`src/rsd_pkg.sv`:
```
// Shared types and constants for the RLE sprite row downscaler.
// No dependencies; imported by the core, the output queue and the top level.
package rsd_pkg;

	// Scale limit and register reset values
	localparam int MAX_SCALE_SHIFT_DEF = 3;
	localparam logic [1:0] SCALE_SHIFT_RST = 2'd1;
	localparam logic COUNTS_ONLY_RST = 1'b0;

	// Configuration port
	localparam int CFG_IDX_W = 1;
	localparam int CFG_DATA_W = 2;
	localparam logic [CFG_IDX_W-1:0] CFG_SCALE_SHIFT = 1'b0;
	localparam logic [CFG_IDX_W-1:0] CFG_COUNTS_ONLY = 1'b1;

	// Coding constants
	localparam logic [7:0] ROW_DELIM = 8'hFF;
	localparam logic [7:0] COUNT_SAT = 8'd254;

	// Parse phases
	localparam logic [1:0] PH_SKIP = 2'd0;
	localparam logic [1:0] PH_COUNT = 2'd1;
	localparam logic [1:0] PH_PRE = 2'd2;
	localparam logic [1:0] PH_POST = 2'd3;

	// Output queue geometry
	localparam int OQ_DEPTH = 4;
	localparam int OQ_PTR_W = $clog2(OQ_DEPTH);
	localparam int OQ_LVL_W = $clog2(OQ_DEPTH + 1);

	// One result word
	typedef struct packed {
		logic [7:0] out_byte;
		logic row_end;
		logic last_of_run;
	} rsd_result_t;

	// Results produced by one processed input word
	typedef struct packed {
		logic [1:0] cnt;
		rsd_result_t res0;
		rsd_result_t res1;
	} rsd_push_t;

	// Output queue status seen by the core
	typedef struct packed {
		logic room2;
		logic [OQ_LVL_W-1:0] level;
	} rsd_oq_stat_t;

endpackage

```
`src/rsd_in_if.sv`:
```
// Input channel: one coded row byte per word, valid/ready handshake.
// No dependencies.
interface rsd_in_if;
	logic valid;
	logic ready;
	logic [7:0] in_byte;

	modport source(output valid, output in_byte, input ready);
	modport sink(input valid, input in_byte, output ready);
endinterface

```
`src/rsd_out_if.sv`:
```
// Output channel: one downscaled row byte plus flags per word, valid/ready handshake.
// No dependencies.
interface rsd_out_if;
	logic valid;
	logic ready;
	logic [7:0] out_byte;
	logic row_end;
	logic last_of_run;

	modport source(output valid, output out_byte, output row_end, output last_of_run,
		input ready);
	modport sink(input valid, input out_byte, input row_end, input last_of_run,
		output ready);
endinterface

```
`src/rsd_core.sv`:
```
// Row parser and scaler: input register, row state and per-byte result logic.
// Depends on rsd_pkg and rsd_in_if.
module rsd_core #(
	parameter int MAX_SCALE_SHIFT = rsd_pkg::MAX_SCALE_SHIFT_DEF
) (
	input  logic                 clk,
	input  logic                 arst_n,
	rsd_in_if.sink               in_ch,
	input  logic [1:0]           scale_shift,
	input  logic                 counts_only,
	input  rsd_pkg::rsd_oq_stat_t oq_stat,
	output rsd_pkg::rsd_push_t   push
);
	import rsd_pkg::*;

	// Shift never exceeds the 2-bit register range or the parameter
	localparam int SHIFT_LIM = (MAX_SCALE_SHIFT < 3) ? MAX_SCALE_SHIFT : 3;
	localparam int POS_W = (SHIFT_LIM > 0) ? SHIFT_LIM : 1;
	localparam int RST_SHIFT = (int'(SCALE_SHIFT_RST) > SHIFT_LIM) ? SHIFT_LIM
		: int'(SCALE_SHIFT_RST);
	localparam logic [POS_W-1:0] RST_MASK = POS_W'((1 << RST_SHIFT) - 1);

	// Input register
	logic [7:0] byte_s1;
	logic valid_s1;
	logic fire;

	// Row state
	logic [1:0] phase_q, phase_n;
	logic [15:0] skip_q, skip_n;
	logic [POS_W-1:0] pos_q, pos_n;
	logic [7:0] left_q, left_n;
	logic kept_q, kept_n;

	// Datapath
	logic [1:0] shift;
	logic [POS_W-1:0] mask;
	logic [POS_W-1:0] pos_m;
	logic [POS_W-1:0] start;
	logic [16:0] sum17;
	logic [16:0] first17;
	logic [7:0] first_b;
	logic [8:0] t9;
	logic [8:0] second9;
	logic [7:0] second_b;
	logic keep;
	logic [16:0] skip_add;
	logic [15:0] skip_sat;
	logic [8:0] f9;
	logic [7:0] left_dec;
	logic emit;
	logic [1:0] res_cnt;
	rsd_result_t res0, res1;

	assign fire = valid_s1 & oq_stat.room2;
	assign in_ch.ready = ~valid_s1 | fire;

	// Input register: refilled whenever it empties or drains this cycle
	always_ff @(posedge clk or negedge arst_n) begin
		if (!arst_n) begin
			valid_s1 <= 1'b0;
		end else if (in_ch.ready) begin
			valid_s1 <= in_ch.valid;
		end
	end

	always_ff @(posedge clk) begin
		if (in_ch.ready && in_ch.valid) begin
			byte_s1 <= in_ch.in_byte;
		end
	end

	// Effective factor and shared arithmetic
	always_comb begin
		shift = (int'(scale_shift) > MAX_SCALE_SHIFT) ? 2'(SHIFT_LIM) : scale_shift;
		mask = POS_W'((4'd1 << shift) - 4'd1);
		pos_m = pos_q & mask;
		sum17 = 17'(pos_m) + 17'(skip_q);
		start = POS_W'(sum17) & mask;
		first17 = sum17 >> shift;
		first_b = (first17 > 17'(COUNT_SAT)) ? COUNT_SAT : first17[7:0];
		t9 = 9'(start) + 9'(byte_s1);
		second9 = t9 >> shift;
		keep = (second9 != 9'd0);
		second_b = (second9 > 9'(COUNT_SAT)) ? COUNT_SAT : second9[7:0];
		skip_add = 17'(skip_q) + 17'(byte_s1);
		skip_sat = skip_add[16] ? 16'hFFFF : skip_add[15:0];
		f9 = 9'(mask) + 9'd1;
		left_dec = (left_q != 8'd0) ? (left_q - 8'd1) : 8'd0;
	end

	// Next state and results for the byte in the input register
	always_comb begin
		phase_n = phase_q;
		skip_n = skip_q;
		pos_n = pos_q;
		left_n = left_q;
		kept_n = kept_q;
		emit = 1'b0;
		res_cnt = 2'd0;
		res0 = '0;
		res1 = '0;
		unique case (phase_q)
			PH_SKIP: begin
				if (byte_s1 == ROW_DELIM) begin
					res_cnt = 2'd1;
					res0 = '{out_byte: ROW_DELIM, row_end: 1'b1, last_of_run: 1'b1};
					phase_n = PH_SKIP;
					skip_n = 16'd0;
					pos_n = mask;
					left_n = 8'd0;
					kept_n = 1'b0;
				end else begin
					skip_n = skip_sat;
					phase_n = PH_COUNT;
				end
			end
			PH_COUNT: begin
				if (keep) begin
					res_cnt = 2'd2;
					res0 = '{out_byte: first_b, row_end: 1'b0, last_of_run: 1'b0};
					res1 = '{out_byte: second_b, row_end: 1'b0, last_of_run: 1'b1};
					skip_n = 16'd0;
					if (counts_only) begin
						pos_n = POS_W'(t9) & mask;
						phase_n = PH_SKIP;
					end else begin
						pos_n = start;
						left_n = byte_s1;
						kept_n = 1'b1;
						phase_n = PH_PRE;
					end
				end else begin
					skip_n = skip_sat;
					if (!counts_only && byte_s1 != 8'd0) begin
						left_n = byte_s1;
						kept_n = 1'b0;
						phase_n = PH_PRE;
					end else begin
						phase_n = PH_SKIP;
					end
				end
			end
			PH_PRE, PH_POST: begin
				// pixel bytes: sample at factor boundaries of kept runs
				if (kept_q) begin
					if (phase_q == PH_PRE) begin
						if (pos_m == mask) begin
							emit = 1'b1;
							phase_n = PH_POST;
						end
					end else if (pos_m == '0 && 9'(left_q) >= f9) begin
						emit = 1'b1;
					end
					pos_n = (pos_m + POS_W'(1)) & mask;
				end
				if (emit) begin
					res_cnt = 2'd1;
					res0 = '{out_byte: byte_s1, row_end: 1'b0, last_of_run: 1'b1};
				end
				left_n = left_dec;
				if (left_dec == 8'd0) begin
					phase_n = PH_SKIP;
					kept_n = 1'b0;
				end
			end
			default: begin
				phase_n = PH_SKIP;
			end
		endcase
	end

	// Row state update
	always_ff @(posedge clk or negedge arst_n) begin
		if (!arst_n) begin
			phase_q <= PH_SKIP;
			skip_q <= 16'd0;
			pos_q <= RST_MASK;
			left_q <= 8'd0;
			kept_q <= 1'b0;
		end else if (fire) begin
			phase_q <= phase_n;
			skip_q <= skip_n;
			pos_q <= pos_n;
			left_q <= left_n;
			kept_q <= kept_n;
		end
	end

	assign push.cnt = fire ? res_cnt : 2'd0;
	assign push.res0 = res0;
	assign push.res1 = res1;

endmodule

```
`src/rsd_oq.sv`:
```
// Output queue: takes up to two result words per cycle, gives one per cycle while out_ch is ready.
// Depends on rsd_pkg and rsd_out_if.
module rsd_oq (
	input  logic                  clk,
	input  logic                  arst_n,
	input  rsd_pkg::rsd_push_t    push,
	output rsd_pkg::rsd_oq_stat_t stat,
	rsd_out_if.source             out_ch
);
	import rsd_pkg::*;

	rsd_result_t mem_q [OQ_DEPTH];
	logic [OQ_PTR_W-1:0] rd_q, wr_q;
	logic [OQ_LVL_W-1:0] lvl_q;
	logic pop;
	rsd_result_t head;

	assign pop = out_ch.valid & out_ch.ready;
	assign head = mem_q[rd_q];

	assign out_ch.valid = (lvl_q != '0);
	assign out_ch.out_byte = head.out_byte;
	assign out_ch.row_end = head.row_end;
	assign out_ch.last_of_run = head.last_of_run;

	assign stat.room2 = (lvl_q <= OQ_LVL_W'(OQ_DEPTH - 2));
	assign stat.level = lvl_q;

	// Storage writes
	always_ff @(posedge clk) begin
		if (push.cnt != 2'd0) begin
			mem_q[wr_q] <= push.res0;
		end
		if (push.cnt == 2'd2) begin
			mem_q[wr_q + OQ_PTR_W'(1)] <= push.res1;
		end
	end

	// Pointers and fill level
	always_ff @(posedge clk or negedge arst_n) begin
		if (!arst_n) begin
			rd_q <= '0;
			wr_q <= '0;
			lvl_q <= '0;
		end else begin
			wr_q <= wr_q + OQ_PTR_W'(push.cnt);
			if (pop) begin
				rd_q <= rd_q + OQ_PTR_W'(1);
			end
			lvl_q <= lvl_q + OQ_LVL_W'(push.cnt) - OQ_LVL_W'(pop);
		end
	end

endmodule

```
`src/rle_sprite_row_downscaler.sv`:
```
// Top level of the RLE sprite row downscaler: configuration registers, core, output queue.
// Depends on rsd_pkg, rsd_in_if, rsd_out_if, rsd_core and rsd_oq.
//
// Usage:
// in_ch carries one byte of a run-length coded sprite row per word: skip count,
// pixel count, pixel bytes (none in counts-only mode), the row ended by 0xFF.
// out_ch carries the downscaled row, one byte per word, with row_end on the
// delimiter and last_of_run on the last word caused by each input byte.
// Registers are written through cfg_we/cfg_index/cfg_wdata (0: scale_shift,
// 1: counts_only) while the block is idle; they act on the next byte.
// An accepted byte passes through the input register and then the output queue
// before its first word is shown on out_ch.
// Throughput: one input byte per cycle while the queue has room; the output runs at one
// word per cycle while out_ch is ready, and a kept pixel count byte gives two words.
// The rate is set by the four-word output queue, which must have room for two
// words before the input register hands a byte to the row logic.
// Reset empties the input register and the queue and returns the row state and
// registers to their reset values. When out_ch stalls the queue fills, then
// in_ch.ready drops once the input register holds a byte; nothing is lost.
module rle_sprite_row_downscaler #(
	parameter int MAX_SCALE_SHIFT = rsd_pkg::MAX_SCALE_SHIFT_DEF
) (
	input  logic                           clk,
	input  logic                           arst_n,
	rsd_in_if.sink                         in_ch,
	rsd_out_if.source                      out_ch,
	input  logic                           cfg_we,
	input  logic [rsd_pkg::CFG_IDX_W-1:0]  cfg_index,
	input  logic [rsd_pkg::CFG_DATA_W-1:0] cfg_wdata
);
	import rsd_pkg::*;

	logic [1:0] scale_shift_q;
	logic counts_only_q;
	rsd_push_t push;
	rsd_oq_stat_t oq_stat;

	// Configuration registers
	always_ff @(posedge clk or negedge arst_n) begin
		if (!arst_n) begin
			scale_shift_q <= SCALE_SHIFT_RST;
			counts_only_q <= COUNTS_ONLY_RST;
		end else if (cfg_we) begin
			unique case (cfg_index)
				CFG_SCALE_SHIFT: scale_shift_q <= cfg_wdata[1:0];
				CFG_COUNTS_ONLY: counts_only_q <= cfg_wdata[0];
				default: ;
			endcase
		end
	end

	rsd_core #(
		.MAX_SCALE_SHIFT(MAX_SCALE_SHIFT)
	) u_core (
		.clk(clk),
		.arst_n(arst_n),
		.in_ch(in_ch),
		.scale_shift(scale_shift_q),
		.counts_only(counts_only_q),
		.oq_stat(oq_stat),
		.push(push)
	);

	rsd_oq u_oq (
		.clk(clk),
		.arst_n(arst_n),
		.push(push),
		.stat(oq_stat),
		.out_ch(out_ch)
	);

	// Delimiter words are always 0xFF and close their input byte
	a_row_end_word: assert property (@(posedge clk) disable iff (!arst_n)
		out_ch.valid && out_ch.row_end |-> out_ch.out_byte == ROW_DELIM && out_ch.last_of_run)
		else $error("row_end word is not a closing 0xFF");

	// A two-word push is a count pair: only the second closes the byte
	a_pair_order: assert property (@(posedge clk) disable iff (!arst_n)
		push.cnt == 2'd2 |-> push.res1.last_of_run && !push.res0.last_of_run
			&& !push.res0.row_end && !push.res1.row_end)
		else $error("bad count pair flags");

	// Queue never overfills
	a_oq_level: assert property (@(posedge clk) disable iff (!arst_n)
		oq_stat.level <= OQ_LVL_W'(OQ_DEPTH))
		else $error("output queue overflow");

endmodule
```
`src/flat_wrapper.sv`:
```
// flat-port wrapper written by rule: the top's interface ports become plain ports
module rle_sprite_row_downscaler_flat import rsd_pkg::*;
#(
	parameter int MAX_SCALE_SHIFT = rsd_pkg::MAX_SCALE_SHIFT_DEF
)
  (clk, arst_n, cfg_we, cfg_index, cfg_wdata, in_ch_valid, in_ch_in_byte, in_ch_ready, out_ch_valid, out_ch_out_byte, out_ch_row_end, out_ch_last_of_run, out_ch_ready);
  rsd_in_if in_ch_i ();
  rsd_out_if out_ch_i ();
  input  logic clk;
  input  logic arst_n;
  input  logic cfg_we;
  input  logic [rsd_pkg::CFG_IDX_W-1:0] cfg_index;
  input  logic [rsd_pkg::CFG_DATA_W-1:0] cfg_wdata;
  input wire logic [$bits(in_ch_i.valid)-1:0] in_ch_valid;
  input wire logic [$bits(in_ch_i.in_byte)-1:0] in_ch_in_byte;
  output wire logic [$bits(in_ch_i.ready)-1:0] in_ch_ready;
  output wire logic [$bits(out_ch_i.valid)-1:0] out_ch_valid;
  output wire logic [$bits(out_ch_i.out_byte)-1:0] out_ch_out_byte;
  output wire logic [$bits(out_ch_i.row_end)-1:0] out_ch_row_end;
  output wire logic [$bits(out_ch_i.last_of_run)-1:0] out_ch_last_of_run;
  input wire logic [$bits(out_ch_i.ready)-1:0] out_ch_ready;
  assign in_ch_i.valid = in_ch_valid;
  assign in_ch_i.in_byte = in_ch_in_byte;
  assign in_ch_ready = in_ch_i.ready;
  assign out_ch_valid = out_ch_i.valid;
  assign out_ch_out_byte = out_ch_i.out_byte;
  assign out_ch_row_end = out_ch_i.row_end;
  assign out_ch_last_of_run = out_ch_i.last_of_run;
  assign out_ch_i.ready = out_ch_ready;
  rle_sprite_row_downscaler #(.MAX_SCALE_SHIFT(MAX_SCALE_SHIFT)) u_core (.clk(clk), .arst_n(arst_n), .in_ch(in_ch_i), .out_ch(out_ch_i), .cfg_we(cfg_we), .cfg_index(cfg_index), .cfg_wdata(cfg_wdata));
endmodule
```
`config.mk`:
```
export PLATFORM = sky130hd
export DESIGN_NAME = rle_sprite_row_downscaler_flat
export DESIGN_NICKNAME = d
export VERILOG_FILES = /design/src/rsd_pkg.sv /design/src/rsd_in_if.sv /design/src/rsd_out_if.sv /design/src/rsd_core.sv /design/src/rsd_oq.sv /design/src/rle_sprite_row_downscaler.sv /design/src/flat_wrapper.sv
export SDC_FILE = /design/constraint.sdc
export NUM_CORES = 1
export LEC_CHECK = 0
export ABC_AREA = 1
export CELL_PAD_IN_SITES_DETAIL_PLACEMENT = 1
export CELL_PAD_IN_SITES_GLOBAL_PLACEMENT = 1
export CORE_MARGIN = 2
export CORE_UTILIZATION = 43
export DETAILED_ROUTE_END_ITERATION = 12
export DONT_BUFFER_PORTS = 1
export PLACE_DENSITY_LB_ADDON = 0.1
export SYNTH_ARGS = -nofsm -noshare
export SYNTH_HDL_FRONTEND = slang
export SYNTH_SLANG_ARGS = --single-unit
```
`constraint.sdc`:
```
create_clock -name clk -period 4.7 [get_ports clk]
set_input_delay 0.47 -clock clk [delete_from_list [all_inputs] [get_ports clk]]
set_output_delay 0.47 -clock clk [all_outputs]
set_load 0.03 [all_outputs]
```
==> results of run 1 <==
==> cells by family after synthesis <==
kind of cell | after synthesis
AO/OA/AOI/OAI | 166
XOR/XNOR | 15
adder cells (fa/ha/maj) | 28
buffers and inverters | 149
flip-flops | 89
AND/OR/NAND/NOR | 532
==> what timing repair did <==
item,in CTS,in global routing
hold buffers,2,0
setup buffers,0,4
hold endpoints to repair,41,0
setup endpoints to repair,0,29
resized for setup,0,3
==> Yosys cell counts (all sizes together) <==
library cell    n  share of area (%)
fa              4                1.2
and2            2               0.18
a211oi          1               0.11
a31oi           2               0.18
o221ai          1               0.13
inv           120                6.7
o22ai          14                1.3
a32oi           1               0.13
o2bb2ai         1               0.13
o2111ai         1               0.13
buf            17                1.5
or4             1               0.11
dfxtp           4                1.2
or2             2               0.18
a2111oi         1               0.13
a21o            2               0.22
o31ai           1               0.11
nor3            4               0.29
nand4          19                1.7
nand3b          1               0.11
nand2         287                 16
a21oi          38                2.9
clkinv          1              0.054
o211ai         10                1.2
xnor2           5               0.64
xor2           10                1.3
nor2          100                6.7
o32a            1               0.15
nand3         114                8.8
o22a            1               0.13
clkbuf         11               0.60
ha             24                4.4
dfstp           2               0.76
a22oi           3               0.33
dfrtp          39                 14
o21ai          85                6.3
nor4            2               0.18
a21boi          2               0.22
o32ai           1               0.13
edfxtp         44                 19
==> area by class of cell <==
class	instances	share of cell area, %
Clock buffer	11	3.10
Clock inverter	5	0.750
Inverter	121	6.18
Multi-Input combinational cell	741	51.4
Sequential cell	89	32.4
Tap cell	216	3.60
Timing Repair Buffer	21	2.62
==> registers in the layout, indices dropped and copies added (netlist names) <==
name,flops
u_core.counts_only_q,1
u_core.u_core.valid_s1,1
u_core.u_oq.wr_q,2
u_core.u_core.left_q,8
u_core.u_oq.mem_q,40
u_core.u_oq.lvl_q,3
u_core.scale_shift_q,2
u_core.u_oq.rd_q,2
u_core.u_core.skip_q,16
u_core.u_core.kept_q,1
u_core.u_core.phase_q,2
u_core.u_core.pos_q,3
u_core.u_core.byte_s1,8
==> worst max-delay path by stage <==
stage | startpoint | to | cells past startpoint
floorplan | u_core.scale_shift_q[0] | u_core.u_oq.mem_q[3][0] | 23
global placement | u_core.u_core.pos_q[0] | u_core.u_oq.lvl_q[2] | 23
detailed placement | u_core.u_core.pos_q[0] | u_core.u_oq.lvl_q[2] | 23
CTS | u_core.u_core.pos_q[0] | u_core.u_oq.lvl_q[2] | 23
global route | u_core.u_core.pos_q[0] | u_core.u_oq.lvl_q[2] | 21
finish | u_core.u_core.pos_q[0] | u_core.u_oq.lvl_q[2] | 21
==> through the flow <==
step | total power, mW | hold WS, ns | instance area, sq um | std cells
finish | 4.61 | 0.208 | 7510 | 1204
global route | 4.99 | 0.211 | 7510 | 1204
CTS | 4.60 | 0.209 | 7460 | 1200
detailed placement | 3.84 | 0.175 | 7130 | 1182
global placement | 3.78 | 0.175 | 7130 | 1182
floorplan | 3.18 | 0.174 | 6890 | 979
==> per-layer routing <==
metal / global-route usage [%] / vias up / share of wire, %
met4: 9.64 / 0 / 2.7
li1: - / 3265 / -
met2: 46.8 / 108 / 51
met1: 32.1 / 3080 / 44
met3: 2.89 / 40 / 2.5
met5: 0 / - / 0
==> report_power, final <==
part	switching [mW]	leakage (nW)	total [mW]	internal (mW)
clock network	0.321	0.139	0.733	0.412
registers	0.239	0.962	1.31	1.07
logic	1.78	2.44	2.57	0.793
==> metrics.yaml, run 1 <==
power_and_ir_drop:
  power_per_cell_area_mw_per_mm2: 614
  max-vdd-ir-drop_uv: 259
  leakage_nw: 3.54
final_layout:
  nNetsFinal: 1027
  final_cell_mix: "nand2_1, nand3_1, inv_1"
  multi_input_area_sq_mm: 0.00386
  syn2layout_area_growth_pct: 8.95
  ff_latch_area_sq_mm: 0.00243
  final_common_cell: "nand2_1"
  drive_above_1_share_pct: 8.60
  num_antenna_cells: 0
  fillers: 2096
  postLayoutCoreUtil_pct: 47.6
critical_path:
  slowest_delay_ns: 0.55
  ff2ff_setup_slack_ns: 0.25
  worstPathMaxFanout: 13
  start_kind: "flip-flop"
  crit_chain: "inv_1 > nor2_2 > ha_1 > inv_1 > fa_1 > nor2_2 > fa_1 > a21oi_2 > inv_2 > nand3_1 > nand3_1 > nand3_1 > nand2_1 > nand2_1 > nor2_2 > nand2_4 > nand3_4 > ha_1 > fa_1 > xnor2_1 > xor2_1"
  crit_family: "adder cells"
  worstPathBufferInverterCount: 3
  timing.rr.end: "u_core.u_oq.lvl_q[2]"
  r2r-start: "u_core.u_core.pos_q[0]"
  worstPathArrival_ns: 4.72
  crit_path_top_delay_cell: "fa_1"
  critPathKind: "reg2reg"
  reg2reg_depth: 21
  cp-end-kind: "flip-flop"
  cp_data_required_time_ns: 4.98
timing:
  finalCritPeriodShare_pct: 94.6
  slew-limit-headroom_pct: 54.1
  period_needed_ns: 4.45
  worst_slew_pin_slew_ns: 0.689
  final-setup-viol-count: 0
  timing.fmax_mhz: 225
  rsz0062_at_grt: "false"
  slew_viol_final: 0
  worst_slack_ns: 0.252
  fin_tns_setup_ns: 0
  finClkSkew_ns: 0.00908
  hold_viol_final: 0
global_routing:
  grt_pass1_vias: 6493
  overflow: 0
  grtUsageTotal_pct: 26.0
  antenna_found_initial: 0
  grt_pass1_wl_um: 34000
  grt_max_degree: 42
placement:
  place_congestion: 0.904
  port_buffers: 0
  pre_cts_slack_ns: 0.0428
  hpwl_um: 16700
yosys:
  syn-instance-count: 979
  avgSynthCellArea_sq_um: 7.04
  synthMuxAreaShare_pct: 0
  synth-seq-area-share_pct: 35.3
  syn_nets: 1023
  synth_compound_area_share_pct: 13.8
  syn-cell-area_sq_mm: 0.00689
  synth-seq-cells: 89
  ys_warn_count: 0
  synth_cell_types: 58
  synth_top_family_by_area: "simple AND/OR/NAND/NOR gates"
  synthAdderAreaFrac_pct: 5.52
  yosys.area_share.simple_pct: 34.7
  synth-xor-area-share_pct: 1.91
clocking:
  cts.sinks: 89
  clk_latency_ns: 0.35
  h-tree-depth: 3
  cts_tree: "built"
  clk_pin_slew_ns: 0.07
  clockBufferDepth: 2
  cts_buffers: 9
  cts_root_buf: "clkbuf_16"
route:
  post_drt_wl_per_cell_um: 17.7
  vias: 6493
  routed_wl_um: 21300
  drtAntennaViolNets: 0
  drc: 0
  first_pass_iters: 4
  via_per_inst: 5.39
  first_iter_violations: 322
floorplanning:
  initial_core_util_pct: 43.7
  dieArea_sq_mm: 0.0171
  rows: 46
  core_area_sq_mm: 0.0158
  io_pins: 28
  die_y_um: 131
  die_x_um: 131
run:
  max-cap-violations: 0
worst_hold_path:
  hold_end: "u_core.counts_only_q"
  hp-start: "cfg_index"
  hold_class: "in2reg"
  hold_depth: 1
outcome:
  outcome: "complete, no violations"
(Power assumes the default switching activity.)
==> inputs of run 2 (changes only) <==
CORE_UTILIZATION = 45   (was 43)
clock period = 5.2 ns   (was 4.7 ns; I/O delays follow)
==> metrics.yaml, run 2 (synthesis gave the netlist of run 1 again) <==
worst_hold_path:
  hold_class: "in2async"
floorplanning:
  dieArea_sq_mm: 0.0163  # -4.3%
  die_x_um: 128  # -2.2%
  die_y_um: 128  # -2.2%
  initial_core_util_pct: 45.7  # +2.0 points
  rows: 45  # -2.2%
  io_pins: 28  # unchanged
  core_area_sq_mm: 0.0151  # -4.3%
clocking:
  cts_tree: "built"
  cts.sinks: 89  # unchanged
  clk_latency_ns: 0.35  # about the same
  cts_buffers: 9  # unchanged
  clk_pin_slew_ns: 0.07  # about the same
  h-tree-depth: 3  # unchanged
  cts_root_buf: "clkbuf_16"
  clockBufferDepth: 2  # unchanged
global_routing:
  overflow: 0  # unchanged
  antenna_found_initial: 0  # unchanged
  grtUsageTotal_pct: 27.5  # +1.5 points
  grt_pass1_vias: 6710  # +3.3%
  grt_max_degree: 40  # -4.8%
  grt_pass1_wl_um: 35100  # +3.4%
timing:
  slew_viol_final: 0  # unchanged
  worst_slew_pin_slew_ns: 1.01  # +0.322 ns
  slew-limit-headroom_pct: 32.4  # -22 points
  finalCritPeriodShare_pct: 91.6  # -3.0 points
  timing.fmax_mhz: 210  # -6.7%
  period_needed_ns: 4.77  # +0.317 ns
  hold_viol_final: 0  # unchanged
  worst_slack_ns: 0.435  # +0.183 ns
  finClkSkew_ns: 0.00780  # -0.00128 ns
  rsz0062_at_grt: "false"
  final-setup-viol-count: 0  # unchanged
  fin_tns_setup_ns: 0  # unchanged
placement:
  pre_cts_slack_ns: 0.574  # +0.531 ns
  hpwl_um: 16500  # -1.1%
  place_congestion: 0.902  # -0.13%
  port_buffers: 0  # unchanged
final_layout:
  largest_reg_flops: 40  # unchanged
  reg_top3: "u_core.u_oq.mem_q (40), u_core.u_core.skip_q (16)"
  nNetsFinal: 1019  # -0.78%
  multi_input_area_sq_mm: 0.00385  # -0.13%
  fillers: 2002  # -4.5%
  ff_latch_area_sq_mm: 0.00243  # unchanged
  top_register: "u_core.u_oq.mem_q"
  num_antenna_cells: 0  # unchanged
  drive_above_1_share_pct: 7.65  # -0.95 points
  final_common_cell: "nand2_1"
  final_cell_mix: "nand2_1, nand3_1, inv_1"
  syn2layout_area_growth_pct: 7.75
critical_path:
  critPathKind: "reg2reg"
  worstPathMaxFanout: 13  # unchanged
  worstPathArrival_ns: 5.04  # +0.32 ns
  start_kind: "flip-flop"
  cp-end-kind: "flip-flop"
  cp_data_required_time_ns: 5.47  # +0.49 ns
  ff2ff_setup_slack_ns: 0.43  # +0.18 ns
route:
  drc: 0  # unchanged
  first_pass_iters: 5  # +1
  vias: 6519  # +0.40%
  routed_wl_um: 21300  # +0.12%
  drtAntennaViolNets: 0  # unchanged
  post_drt_wl_per_cell_um: 18.3  # +3.2%
  via_per_inst: 5.58  # +3.5%
  first_iter_violations: 386  # +20%
power_and_ir_drop:
  power_per_cell_area_mw_per_mm2: 562  # -8.4%
  pwr-share-seq_pct: 28.2  # about the same
  power_frac_comb_pct: 54.5  # -1.3 points
  leakage_nw: 3.51  # -0.85%
  p_sw_share_pct: 50.2  # -0.51 points
  p_clk_share_pct: 17.3  # +1.4 points
  internal-power_mw: 2.08  # -8.5%
  p_sw_mw: 2.10  # -10%
  max-vdd-ir-drop_uv: 237  # -8.8%
run:
  max-cap-violations: 0  # unchanged
outcome:
  outcome: "complete, no violations"
## run 2: cell count changes in the layout (fill, tap and decap cells not counted)
cell,delta
buf_12,-1
buf_4,-6
buf_6,-1
bufinv_16,+1
clkbuf_8,+1
clkinv_2,-2
nor2_1,+2
nor2_2,-2
## run 2: cell type report
cell class / instances / area share, %
clock inverters: 4 / 1.03
well taps: 188 / 3.17
inverters: 121 / 6.25
multi-input cells: 741 / 51.9
repair buffers: 13 / 1.62
flip-flops and latches: 89 / 32.7
clock buffers: 12 / 3.32
## run 2: routing by layer
layer	vias up	track usage [%]	share of wire [%]
met1	3110	33.3	43
met5	-	0	0
met3	41	3.46	3.1
li1	3244	-	-
met2	124	49.6	51
met4	0	11.3	3.4
## run 2: power by group through the flow
| stage | Combinational (mW) | Clock [mW] | Sequential, mW |
|---|---|---|---|
| 6_report | 2.28 | 0.721 | 1.18 |
| 5_1_grt | 2.56 | 0.761 | 1.21 |
| 4_1_cts | 2.29 | 0.739 | 1.18 |
| 3_5_place_dp | 2.25 | 0 | 1.19 |
| 3_3_place_gp | 2.21 | 0 | 1.18 |
| 2_1_floorplan | 1.79 | 0 | 1.08 |
## run 2: worst paths after layout
check                      cells past startpoint                        to                     from
setup / recovery                              23      u_core.u_oq.lvl_q[2]  u_core.scale_shift_q[0]
hold / removal                                 1  u_core.u_core.skip_q[15]                   arst_n
setup reg to reg                              23      u_core.u_oq.lvl_q[2]  u_core.scale_shift_q[0]
hold reg to reg                                2      u_core.u_core.kept_q     u_core.u_core.kept_q
max in group asynchronous                      1    u_core.u_core.pos_q[0]                   arst_n
min in group clk                               0  u_core.u_core.byte_s1[6]         in_ch_in_byte[6]
## run 2: stage by stage
| stage | cell area [sq um] | std cells | total power [mW] | utilization (%) | hold WS (ns) |
|---|---|---|---|---|---|
| after floorplan | 6890 | 979 | 2.87 | - | 0.224 |
| after global placement | 7070 | 1150 | 3.39 | 46.8 | 0.225 |
| after detailed placement | 7070 | 1150 | 3.44 | 46.8 | 0.226 |
| after CTS | 7430 | 1168 | 4.20 | 49.2 | 0.00960 |
| after global routing | 7430 | 1168 | 4.54 | 49.2 | 0.0133 |
| final | 7430 | 1168 | 4.18 | 49.2 | 0.00373 |
## run 2: critical path, cell delays in order (launching register included)
cell,delay (ns)
dfstp_2,0.54
nor2_2,0.07
nor2_1,0.24
ha_1,0.29
inv_1,0.08
fa_1,0.48
nor2_1,0.25
ha_1,0.29
a21o_1,0.17
nand2_2,0.09
nand2_4,0.06
nand2_1,0.08
nand3_1,0.09
and2_1,0.18
nand2_1,0.06
nand2_1,0.07
nand3_1,0.09
nor2_2,0.05
nand2_4,0.15
nand3_4,0.21
ha_1,0.38
fa_1,0.44
xnor2_1,0.18
xor2_1,0.17
## run 2: what timing repair did
item / in CTS / in global routing
hold endpoints to repair: 39 / 0
setup buffers: 0 / 0
resized for setup: 0 / 0
hold buffers: 2 / 0
